--- config.mk ---
export PLATFORM = sky130hd
export DESIGN_NAME = raster_blit_format_convert_unit
export DESIGN_NICKNAME = d
export VERILOG_FILES = /design/src/rtl/rbfc_pkg.sv /design/src/rtl/raster_blit_format_convert_unit.sv
export SDC_FILE = /design/constraint.sdc
export NUM_CORES = 1
export LEC_CHECK = 0
export ABC_AREA = 1
export BUFFER_PORTS_ARGS = -buffer_cell sky130_fd_sc_hd__buf_2
export CAP_MARGIN = 20
export CELL_PAD_IN_SITES_DETAIL_PLACEMENT = 1
export CELL_PAD_IN_SITES_GLOBAL_PLACEMENT = 1
export CORE_ASPECT_RATIO = 0.9
export CORE_UTILIZATION = 48
export CTS_CLUSTER_SIZE = 10
export DETAILED_ROUTE_END_ITERATION = 6
export PLACE_DENSITY = 0.91
export REMOVE_ABC_BUFFERS = 1
export SKIP_CTS_REPAIR_TIMING = 1
export SYNTH_ARGS = -nofsm -noshare
export SYNTH_HDL_FRONTEND = slang
export SYNTH_SLANG_ARGS = --single-unit
--- constraint.sdc ---
create_clock -name clk -period 12 [get_ports clk]
set_input_delay 0.6 -clock clk [delete_from_list [all_inputs] [get_ports clk]]
set_output_delay 0.6 -clock clk [all_outputs]
set_load 0.005 [all_outputs]
--- src/rtl/rbfc_pkg.sv ---
// ---------------------------------------------------------------------------
// Raster blit package
// Widths, codes and helpers shared by the blit unit and its checker.
// ---------------------------------------------------------------------------
`default_nettype none

package rbfc_pkg;

  // Geometry limits.
  localparam int MAX_DIM = 4096;
  localparam int DIM_W   = $clog2(MAX_DIM + 1);
  localparam int CNT_W   = $clog2(MAX_DIM);

  // Field widths of the result item.
  localparam int OFF_W  = 24;
  localparam int DATA_W = 32;
  localparam int RUN_W  = 25;
  localparam int STAT_W = 2;
  localparam int PIX_W  = 32;

  // Stream packing.
  localparam int OUT_BITS = OFF_W + DATA_W + RUN_W;
  localparam int TDATA_W  = ((OUT_BITS + 7) / 8) * 8;
  localparam int TUSER_W  = STAT_W + 1;
  localparam int OFF_LSB  = 0;
  localparam int DATA_LSB = OFF_W;
  localparam int RUN_LSB  = OFF_W + DATA_W;

  // Configuration port.
  localparam int CFG_IDX_W  = 3;
  localparam int CFG_DATA_W = DIM_W;
  localparam logic [CFG_IDX_W-1:0] REG_FORMAT     = 3'd0;
  localparam logic [CFG_IDX_W-1:0] REG_SRC_WIDTH  = 3'd1;
  localparam logic [CFG_IDX_W-1:0] REG_SRC_HEIGHT = 3'd2;
  localparam logic [CFG_IDX_W-1:0] REG_DST_WIDTH  = 3'd3;
  localparam logic [CFG_IDX_W-1:0] REG_DST_HEIGHT = 3'd4;
  localparam logic [CFG_IDX_W-1:0] REG_DST_STRIDE = 3'd5;

  // Pixel formats.
  localparam logic [1:0] FMT_RGBA   = 2'd0;
  localparam logic [1:0] FMT_RGBX   = 2'd1;
  localparam logic [1:0] FMT_RGB565 = 2'd2;
  localparam logic [1:0] FMT_BAD    = 2'd3;

  // Status codes.
  localparam logic [STAT_W-1:0] STAT_OK         = 2'd0;
  localparam logic [STAT_W-1:0] STAT_BAD_STRIDE = 2'd1;
  localparam logic [STAT_W-1:0] STAT_BAD_FORMAT = 2'd2;

  typedef logic [DIM_W-1:0] dim_t;

  // Saturate a size register into the range 1 to MAX_DIM.
  function automatic dim_t clamp_dim(input dim_t v);
    dim_t r;
    if (v == '0) begin
      r = dim_t'(1);
    end else if (v > dim_t'(MAX_DIM)) begin
      r = dim_t'(MAX_DIM);
    end else begin
      r = v;
    end
    return r;
  endfunction

endpackage

`default_nettype wire

--- src/rtl/raster_blit_format_convert_unit.sv ---
// ---------------------------------------------------------------------------
// Raster blit format converter
// Converts a row-major source frame into strided destination writes and
// zero-fill runs, with RGBA copy, RGBX and RGB565 un-premultiply modes.
// ---------------------------------------------------------------------------
//  Channel  Direction  Handshake          Payload
//  s_*      in         s_tvalid/s_tready  s_tdata: src_pixel
//  m_*      out        m_tvalid/m_tready  m_tdata, m_tuser, m_tlast (last_result)
//  cfg_*    in         cfg_we             cfg_index, cfg_data
//
//  Each pixel passes the three multiply states and then emits its results;
//  in RGB565 mode with alpha from 1 to 254 the single shared restoring
//  divider first divides each colour in turn, or saturates it at 255.
//  Reset is synchronous and clears the counters, sequencer and output valid.
//  A stalled output holds its result, and the input waits until the last
//  result of the pixel sits in the output register.
// ---------------------------------------------------------------------------
`default_nettype none

module raster_blit_format_convert_unit (
  input  wire logic                             clk,
  input  wire logic                             rst,
  // Configuration write port.
  input  wire logic                             cfg_we,
  input  wire logic [rbfc_pkg::CFG_IDX_W-1:0]   cfg_index,
  input  wire logic [rbfc_pkg::CFG_DATA_W-1:0]  cfg_data,
  // Source pixels.
  input  wire logic                             s_tvalid,
  output logic                                  s_tready,
  input  wire logic [rbfc_pkg::PIX_W-1:0]       s_tdata,   // [31:0] src_pixel
  // Destination writes.
  output logic                                  m_tvalid,
  input  wire logic                             m_tready,
  // [23:0] dst_offset, [55:24] pixel_data, [80:56] run_length, [87:81] zero
  output logic [rbfc_pkg::TDATA_W-1:0]          m_tdata,
  output logic [rbfc_pkg::TUSER_W-1:0]          m_tuser,   // [1:0] status, [2] end_of_frame
  output logic                                  m_tlast
);
  import rbfc_pkg::*;

  localparam logic [2:0] ST_IDLE  = 3'd0;
  localparam logic [2:0] ST_MUL0  = 3'd1;
  localparam logic [2:0] ST_MUL1  = 3'd2;
  localparam logic [2:0] ST_MUL2  = 3'd3;
  localparam logic [2:0] ST_DLOAD = 3'd4;
  localparam logic [2:0] ST_DSTEP = 3'd5;
  localparam logic [2:0] ST_EMIT  = 3'd6;

  // Configuration registers.
  logic [1:0] pixel_format;
  dim_t       src_cols, src_height, dst_width, dst_height, dst_stride;

  always_ff @(posedge clk) begin
    if (rst) begin
      pixel_format <= FMT_RGBA;
      src_cols     <= dim_t'(1);
      src_height   <= dim_t'(1);
      dst_width    <= dim_t'(1);
      dst_height   <= dim_t'(1);
      dst_stride   <= dim_t'(1);
    end else if (cfg_we) begin
      case (cfg_index)
        REG_FORMAT:     pixel_format <= cfg_data[1:0];
        REG_SRC_WIDTH:  src_cols     <= cfg_data;
        REG_SRC_HEIGHT: src_height   <= cfg_data;
        REG_DST_WIDTH:  dst_width    <= cfg_data;
        REG_DST_HEIGHT: dst_height   <= cfg_data;
        REG_DST_STRIDE: dst_stride   <= cfg_data;
        default: ;
      endcase
    end
  end

  // Saturated geometry and the copy window.
  dim_t sw, sh, dw, dh, ds, cw, ch;
  always_comb begin
    sw = clamp_dim(src_cols);
    sh = clamp_dim(src_height);
    dw = clamp_dim(dst_width);
    dh = clamp_dim(dst_height);
    ds = clamp_dim(dst_stride);
    cw = (sw < dw) ? sw : dw;
    ch = (sh < dh) ? sh : dh;
  end

  logic [2:0]       state;
  logic [CNT_W-1:0] column_count, row_count;
  logic [CNT_W-1:0] col_cur, row_cur;
  logic [2:0]       pend;
  logic             eof_q;
  logic [STAT_W-1:0] stat_q;
  logic [7:0]       chan [3];
  logic [7:0]       alpha;
  logic [1:0]       ch_idx;
  logic [7:0]       rem, nlo;
  logic [6:0]       quot;
  logic [2:0]       step;
  logic [2*DIM_W-1:0] row_base, bot_off, bot_run;

  // Output register.
  logic                out_valid, out_last;
  logic [TDATA_W-1:0]  out_data;
  logic [TUSER_W-1:0]  out_user;

  assign s_tready = (state == ST_IDLE);
  assign m_tvalid = out_valid;
  assign m_tdata  = out_data;
  assign m_tuser  = out_user;
  assign m_tlast  = out_last;

  // Position decode for the pixel being taken.
  logic in_take, row_end, eof_in, err_stride, err_fmt, wr_en, rf_en, bf_en;
  always_comb begin
    in_take    = s_tvalid && s_tready;
    row_end    = ({1'b0, column_count} + dim_t'(1)) >= sw;
    eof_in     = row_end && (({1'b0, row_count} + dim_t'(1)) >= sh);
    err_stride = ds < dw;
    err_fmt    = pixel_format == FMT_BAD;
    wr_en      = ({1'b0, row_count} < ch) && ({1'b0, column_count} < cw);
    rf_en      = row_end && ({1'b0, row_count} < ch) && (cw < ds);
    bf_en      = eof_in && (ch < dh);
  end

  // Shared multiplier for the three address products.
  dim_t mul_a, mul_b;
  logic [2*DIM_W-1:0] mul_p;
  always_comb begin
    case (state)
      ST_MUL0: mul_a = {1'b0, row_cur};
      ST_MUL1: mul_a = ch;
      default: mul_a = dh - ch;
    endcase
    mul_b = ds;
    mul_p = mul_a * mul_b;
  end

  // Shared divider datapath: one restoring step or a saturation check.
  logic [7:0]  dv_c;
  logic [15:0] dv_n;
  logic [8:0]  trial, diff;
  logic        ge, need_div;
  always_comb begin
    dv_c     = chan[ch_idx];
    dv_n     = {dv_c, 8'd0} - {8'd0, dv_c};
    trial    = {rem, nlo[7]};
    diff     = trial - {1'b0, alpha};
    ge       = trial >= {1'b0, alpha};
    need_div = (pixel_format == FMT_RGB565) && (alpha != 8'd0) && (alpha != 8'hFF)
               && (stat_q == STAT_OK);
  end

  // Selection of the next pending result, lowest kind first.
  logic [2:0]          pick, pend_after;
  logic [OFF_W-1:0]    res_off;
  logic [DATA_W-1:0]   res_data, conv;
  logic [RUN_W-1:0]    res_run;
  always_comb begin
    case (pixel_format)
      FMT_RGBA: conv = {alpha, chan[2], chan[1], chan[0]};
      FMT_RGBX: conv = {8'hFF, chan[2], chan[1], chan[0]};
      default:  conv = {16'd0, chan[0][7:3], chan[1][7:2], chan[2][7:3]};
    endcase
    pick       = pend & (~pend + 3'd1);
    pend_after = pend & ~pick;
    res_off    = '0;
    res_data   = '0;
    res_run    = '0;
    if (stat_q == STAT_OK) begin
      if (pick[0]) begin
        res_off  = row_base[OFF_W-1:0] + OFF_W'(col_cur);
        res_data = conv;
        res_run  = RUN_W'(1);
      end else if (pick[1]) begin
        res_off  = row_base[OFF_W-1:0] + OFF_W'(cw);
        res_run  = RUN_W'(ds - cw);
      end else begin
        res_off  = bot_off[OFF_W-1:0];
        res_run  = bot_run[RUN_W-1:0];
      end
    end
  end

  // Sequencer, counters and divider registers.
  always_ff @(posedge clk) begin
    if (rst) begin
      state        <= ST_IDLE;
      column_count <= '0;
      row_count    <= '0;
      pend         <= '0;
    end else begin
      case (state)
        ST_IDLE: begin
          if (in_take) begin
            col_cur <= column_count;
            row_cur <= row_count;
            eof_q   <= eof_in;
            chan[0] <= s_tdata[7:0];
            chan[1] <= s_tdata[15:8];
            chan[2] <= s_tdata[23:16];
            alpha   <= s_tdata[31:24];
            ch_idx  <= '0;
            if (err_stride) begin
              stat_q <= STAT_BAD_STRIDE;
            end else if (err_fmt) begin
              stat_q <= STAT_BAD_FORMAT;
            end else begin
              stat_q <= STAT_OK;
            end
            pend <= (err_stride || err_fmt) ? 3'b001 : {bf_en, rf_en, wr_en};
            if (row_end) begin
              column_count <= '0;
              row_count    <= (({1'b0, row_count} + dim_t'(1)) >= sh) ? '0
                              : row_count + CNT_W'(1);
            end else begin
              column_count <= column_count + CNT_W'(1);
            end
            state <= ST_MUL0;
          end
        end
        ST_MUL0: begin
          row_base <= mul_p;
          state    <= ST_MUL1;
        end
        ST_MUL1: begin
          bot_off <= mul_p;
          state   <= ST_MUL2;
        end
        ST_MUL2: begin
          bot_run <= mul_p;
          state   <= need_div ? ST_DLOAD : ST_EMIT;
        end
        ST_DLOAD: begin
          // A colour at or above alpha saturates the quotient.
          if (dv_c >= alpha) begin
            chan[ch_idx] <= 8'hFF;
            if (ch_idx == 2'd2) begin
              state <= ST_EMIT;
            end else begin
              ch_idx <= ch_idx + 2'd1;
            end
          end else begin
            rem   <= dv_n[15:8];
            nlo   <= dv_n[7:0];
            step  <= '0;
            state <= ST_DSTEP;
          end
        end
        ST_DSTEP: begin
          rem  <= ge ? diff[7:0] : trial[7:0];
          nlo  <= {nlo[6:0], 1'b0};
          quot <= {quot[5:0], ge};
          step <= step + 3'd1;
          if (step == 3'd7) begin
            chan[ch_idx] <= {quot, ge};
            if (ch_idx == 2'd2) begin
              state <= ST_EMIT;
            end else begin
              ch_idx <= ch_idx + 2'd1;
              state  <= ST_DLOAD;
            end
          end
        end
        ST_EMIT: begin
          if (pend == '0) begin
            state <= ST_IDLE;
          end else if (!out_valid || m_tready) begin
            pend <= pend_after;
            if (pend_after == '0) begin
              state <= ST_IDLE;
            end
          end
        end
        default: state <= ST_IDLE;
      endcase
    end
  end

  // Output register control.
  logic out_load;
  assign out_load = (state == ST_EMIT) && (pend != '0) && (!out_valid || m_tready);

  always_ff @(posedge clk) begin
    if (rst) begin
      out_valid <= 1'b0;
    end else if (out_load) begin
      out_valid <= 1'b1;
    end else if (m_tready) begin
      out_valid <= 1'b0;
    end
  end

  // Output payload.
  always_ff @(posedge clk) begin
    if (out_load) begin
      out_data <= {(TDATA_W - OUT_BITS)'(0), res_run, res_data, res_off};
      out_user <= {eof_q, stat_q};
      out_last <= (pend_after == '0);
    end
  end

endmodule

`default_nettype wire

==> impl_metrics.yaml, run 1 <==
worst_setup_path:
  critPathKind: "flop to flop"
  cp_slowest_stage_delay_ns: 0.53
  required_ns: 12.33
  arrival_ns: 10.72
  critPathLaunchType: "flop"
  cp_common_cell: "nand2_1"
  crit_family: "adder cells"
  worst-path-buf-inv: 7
  worstPathMaxFanout: 18
  slowest_stage: "fa_1"
  crit_path_end_kind: "flop"
sta:
  timing.final.crit_share: 0.8657
  period_needed_ns: 10.39
  timing.hold.ws_ns: 0.1868
  fin_worst_skew_ns: 0.03318
  setup_viol: 0
  relSlewSlack: 0.1978
  tightest_slew_ns: 1.199
  worst_slack_ns: 1.611
  finalMaxSlewViolations: 0
  rsz0062_at_grt: "false"
  tns_ns: 0
  hold_viol_final: 0
  fmax_ghz: 0.09626
cts:
  clkTransAtPathRegs_ns: 0.06
  cts_root_buf: "clkbuf_16"
  cts_buffer_depth: 3
  clk_latency_ns: 0.60
  cts_tree: "done"
  numCtsBuffers: 43
  cts_htree_levels: 2
  cts.sinks: 353
placed_design:
  io_buffers: 139
  dpl.hpwl_um: 70790
  routabilityCongestion: 0.9947
  dpl_worst_slack_ns: 1.936
  dp.cells: 3847
grt:
  antenna_found_initial: 1
  grt_pass1_wl_um: 142400
  grt_pass1_vias: 24580
  grt_max_degree: 69
  globalRouteMet2Util: 0.5665
  track_usage: 0.3422
  top_usage_layer: "met2"
  overflow: 0
  grt_use_met3: 0.06501
  use_met1: 0.4306
synthesis:
  yosysWarnings: 0
  synth_top_area_frac: 0.2975
  synth-seq-cells: 353
  synthFlopType: "edfxtp_1"
  syn_avg_cell_area_um2: 8.318
  post-synth-top-count-cell: "nand2_1"
  netlist_instances: 3070
  yosysSeqAreaShare: 0.3759
  yosysUniqueCellTypes: 60
  syn_area_mm2: 0.02554
  yosysTopAreaCell: "edfxtp_1"
  ys_async_sr_fraction: 0
  yosys-top-cells-area: "edfxtp_1, ha_1, fa_1, nand2_1, dfxtp_1"
  ys_top_cells_by_count: "nand2_1, inv_1, nor2_1"
  synth_edf_count: 253
die:
  initial_core_util: 0.4902
  io_pins: 147
  die_height_um: 220.8
  die_area_mm2: 0.05413
  core.rowCount: 79
  die_x_um: 245.1
  coreArea_mm2: 0.05209
final_layout:
  drive_gt1_frac: 0.08101
  fin_nets: 3610
  synthToLayoutAreaGrowth_pct: 10.88
  fillers: 6278
  fin_cells: 3924
power:
  power.density_mw_per_mm2: 212.8
  total_power_mw: 6.024
  p_leak_nw: 13.14
  vdd_drop_max_mv: 0.1601
routing:
  drc: 0
  routed_via_density: 5.908
  drtIter0Drc: 2042
  wl_per_cell_um: 23.69
  num_vias: 23180
  final_antenna_net_count: 0
  drtPass1Iterations: 5
  drt_wl_total_um: 92970
flow_run:
  drv_cap: 0
hold_path:
  hp-class: "input port to flop"
outcome:
  status: "complete, no violations"
## per-layer routing
metal  part of all wire  routed length (um)
met5                  0                   0
met4              0.046                4322
met3              0.074                6888
met2               0.48               44310
met1               0.40               37450
## placed cells by master, fill, tap and decap left out, types with 6 or more instances in the layout
master     netlist  final
ha_1           225    225
clkinv_1        10     12
nand3_1         88     88
a21oi_1        246    246
conb_1           1      7
buf_2            3    139
nor3_1          25     24
nand4_1         29     29
fa_1           125    125
inv_2            8      8
dfxtp_1        100    100
nand2_2         12     12
o21ai_0        188    187
o21ai_1          8      9
inv_1          468    468
a32oi_1          9      9
xnor2_1         25     25
clkbuf_16        0     44
a31oi_1         14     14
buf_4            7     21
edfxtp_1       253    253
o211ai_1        17     17
clkbuf_1        64     19
xor2_1          43     43
or2_2           11     11
o221ai_1         7      7
nor2_1         377    373
o31ai_1          6      6
a211oi_1         8      8
nor4_1           8      8
nand2_1        622    622
## logic make-up after synthesis
| family | count (synthesis) | share of synthesized area |
|---|---|---|
| AND/OR/NAND/NOR | 1193 | 0.1902 |
| buffers and inverters | 562 | 0.08408 |
| AO/OA/AOI/OAI | 543 | 0.1181 |
| flip-flops | 353 | 0.3759 |
| adder cells (fa/ha/maj) | 350 | 0.2082 |
| XOR/XNOR | 68 | 0.02332 |
| other | 1 | 0.0001468 |
## report_power, final
group | total, mW | internal [mW] | switching [mW] | leakage, nW
Combinational | 3.06 | 0.871 | 2.19 | 9.37
Sequential | 1.70 | 1.60 | 0.105 | 3.14
Clock | 1.26 | 0.701 | 0.559 | 0.620
## worst paths after layout
kind	cells after the start	to	slack, ns	start
max	54	bot_off[21]$_DFFE_PP_	1.61	src_height[4]$_SDFFE_PP0P_
min	1	alpha[3]$_DFFE_PP_	0.19	s_tdata[27]
max reg2reg	54	bot_off[21]$_DFFE_PP_	1.61	src_height[4]$_SDFFE_PP0P_
min reg2reg	0	m_tuser[2]$_DFFE_PP_	0.44	eof_q$_DFFE_PP_
## registers in the layout, summed over array words and instances (netlist names), 7 cells and up, named ones only
name / cells
m_tdata: 81
chan: 32
dst_width: 13
row_cur: 12
src_cols: 13
alpha: 8
src_height: 13
col_cur: 12
dst_height: 13
row_count: 12
rem: 8
bot_off: 24
row_base: 24
dst_stride: 13
column_count: 12
nlo: 8
quot: 7
bot_run: 25
## layout make-up
type	instances	area, um^2	share of cell area
Clock buffer	66	1214	0.04286
Tap cell	688	860.8	0.03040
Clock inverter	6	85.08	0.003005
Inverter	486	1824	0.06443
Multi-Input combinational cell	2161	13840	0.4887
Timing Repair Buffer	162	888.4	0.03137
Sequential cell	353	9599	0.3390
Antenna cell	2	5.005	0.0001768
## through the flow
step	cell area [um^2]	utilization
2_1_floorplan	25240	-
3_3_place_gp	26950	0.5174
3_5_place_dp	26970	0.5177
4_1_cts	28270	0.5426
5_1_grt	28310	0.5435
6_report	28310	0.5436
No activity file was read; power rests on OpenSTA's default activity.
==> inputs of run 2 (changes only) <==
--- a/config.mk
+++ b/config.mk
@@ -6,16 +6,15 @@
 export NUM_CORES = 1
 export LEC_CHECK = 0
 export ABC_AREA = 1
-export BUFFER_PORTS_ARGS = -buffer_cell sky130_fd_sc_hd__buf_2
 export CAP_MARGIN = 20
 export CELL_PAD_IN_SITES_DETAIL_PLACEMENT = 1
 export CELL_PAD_IN_SITES_GLOBAL_PLACEMENT = 1
 export CORE_ASPECT_RATIO = 0.9
-export CORE_UTILIZATION = 48
+export CORE_UTILIZATION = 50
 export CTS_CLUSTER_SIZE = 10
 export DETAILED_ROUTE_END_ITERATION = 6
+export DONT_BUFFER_PORTS = 1
 export PLACE_DENSITY = 0.91
-export REMOVE_ABC_BUFFERS = 1
 export SKIP_CTS_REPAIR_TIMING = 1
 export SYNTH_ARGS = -nofsm -noshare
 export SYNTH_HDL_FRONTEND = slang
==> run 2 against run 1 <==
Net effect: clock power about the same; non-clock buffer count fell by 141; flip-flop and latch count unchanged; die area down 4.0%; register-to-register slack better by 0.06 ns; clock skew rose by 0.0019 ns; final cell count fell by 3.7%; first-iteration DRC count grew 4.2%; largest power group unchanged; highest routed layer is now met5.
==> impl_metrics.yaml, run 2 (synthesis gave the netlist of run 1 again) <==
routing:
  drt_wl_total_um: 89300
  drc: 0
  drtIter0Drc: 2128
  routed_via_density: 5.998
  drtPass1Iterations: 6
  num_vias: 22670
  final_antenna_net_count: 0
  wl_per_cell_um: 23.63
cts:
  clk_latency_ns: 0.59
  numCtsBuffers: 43
  cts.sinks: 353
  clkTransAtPathRegs_ns: 0.06
  cts_htree_levels: 2
  cts_tree: "done"
  cts_buffer_depth: 3
  cts_root_buf: "clkbuf_16"
grt:
  grt_pass1_vias: 24110
  grt_pass1_wl_um: 137800
  grt_max_degree: 75
  track_usage: 0.3473
  antenna_found_initial: 1
  overflow: 0
die:
  coreArea_mm2: 0.05046
  die_area_mm2: 0.05198
  die_x_um: 240.2
  initial_core_util: 0.5061
  core.rowCount: 78
  die_height_um: 216.4
  io_pins: 147
sta:
  timing.final.crit_share: 0.8604
  tns_ns: 0
  tightest_slew_ns: 1.146
  setup_viol: 0
  timing.hold.ws_ns: 0.08863
  period_needed_ns: 10.32
  fmax_ghz: 0.09686
  fin_worst_skew_ns: 0.03505
  relSlewSlack: 0.2353
  rsz0062_at_grt: "false"
  hold_viol_final: 0
  finalMaxSlewViolations: 0
hold_path:
  hp-class: "input port to flop"
  hold_end: "row_count[2]$_SDFFE_PP0P_"
  worstHoldStart: "rst"
  min_delay_path_depth: 1
worst_setup_path:
  cp-startpoint: "src_height[4]$_SDFFE_PP0P_"
  critPathKind: "flop to flop"
  required_ns: 12.35
  critPathLaunchType: "flop"
  r2r_cells: 55
  cp_common_cell: "nand2_1"
  cp_slowest_stage_delay_ns: 0.53
  arrival_ns: 10.67
  slowest_stage: "fa_1"
  worst-path-buf-inv: 7
  crit_family: "adder cells"
  regToRegSetupSlack_ns: 1.68
  rr_endpoint: "bot_off[23]$_DFFE_PP_"
  crit_path_end_kind: "flop"
  r2r_start: "src_height[4]$_SDFFE_PP0P_"
  worstPathMaxFanout: 18
final_layout:
  diodes: 0
  largest_reg_flops: 81
  fin_nets: 3469
  final_cell_mix: "nand2_1, inv_1, nor2_1, edfxtp_1, a21oi_1"
  final_common_cell: "nand2_1"
  final_core_util: 0.5466
  synthToLayoutAreaGrowth_pct: 7.996
  fin_cells: 3779
  drive_gt1_frac: 0.03969
  fillers: 6064
outcome:
  status: "complete, no violations"
placed_design:
  dp.cells: 3701
  dpl.hpwl_um: 68650
  routabilityCongestion: 0.9592
  io_buffers: 0
power:
  power.share.sequential: 0.290
  p_int_mw: 3.154
  sw_frac_of_total: 0.4642
  switchingPower_mw: 2.732
  vdd_drop_max_mv: 0.1137
  p_leak_nw: 12.58
  clkPwrFrac: 0.211
  total_power_mw: 5.887
  power.density_mw_per_mm2: 213.4
  p_comb_frac: 0.499
flow_run:
  drv_cap: 0
[run 2: power groups by stage]
stage | Sequential (mW) | Combinational [mW] | Clock [mW]
floorplan | 1.67 | 1.91 | 0
global placement | 1.71 | 2.58 | 0
finish | 1.71 | 2.94 | 1.24
detailed placement | 1.72 | 2.82 | 0
global route | 1.71 | 3.19 | 1.29
CTS | 1.70 | 2.88 | 1.24
[run 2: final cells by class]
cell class | count | area [um^2] | share of cell area
multi-input cells | 2161 | 13850 | 0.5021
flip-flops and latches | 353 | 9599 | 0.3481
inverters | 486 | 1824 | 0.06615
clock buffers | 72 | 1246 | 0.04519
well taps | 680 | 850.8 | 0.03085
repair buffers | 21 | 157.7 | 0.005716
clock inverters | 6 | 52.55 | 0.001905
[run 2: how the worst max path moves through the flow]
| stage | to | slack (ns) | cells after the start |
|---|---|---|---|
| floorplan | bot_off[23]$_DFFE_PP_ | 3.29 | 54 |
| global placement | bot_off[23]$_DFFE_PP_ | 2.50 | 55 |
| detailed placement | bot_run[23]$_DFFE_PP_ | 1.92 | 55 |
| CTS | row_base[23]$_DFFE_PP_ | 1.78 | 55 |
| global route | bot_off[23]$_DFFE_PP_ | 1.03 | 55 |
| finish | bot_off[23]$_DFFE_PP_ | 1.68 | 55 |
[run 2: routing by layer]
metal / share of wire / vias up / GRT usage
li1: - / 10070 / -
met1: 0.40 / 11250 / 0.4420
met2: 0.48 / 1015 / 0.5802
met3: 0.074 / 323 / 0.04904
met4: 0.049 / 2 / 0.1669
met5: 0.00015 / - / 0
[run 2: metrics by stage]
step | cell area, um^2 | setup WS (ns)
finish | 27580 | 1.675
CTS | 27580 | 1.784
detailed placement | 26280 | 1.921
global route | 27580 | 1.025
global placement | 26280 | 2.503
floorplan | 25560 | 3.288
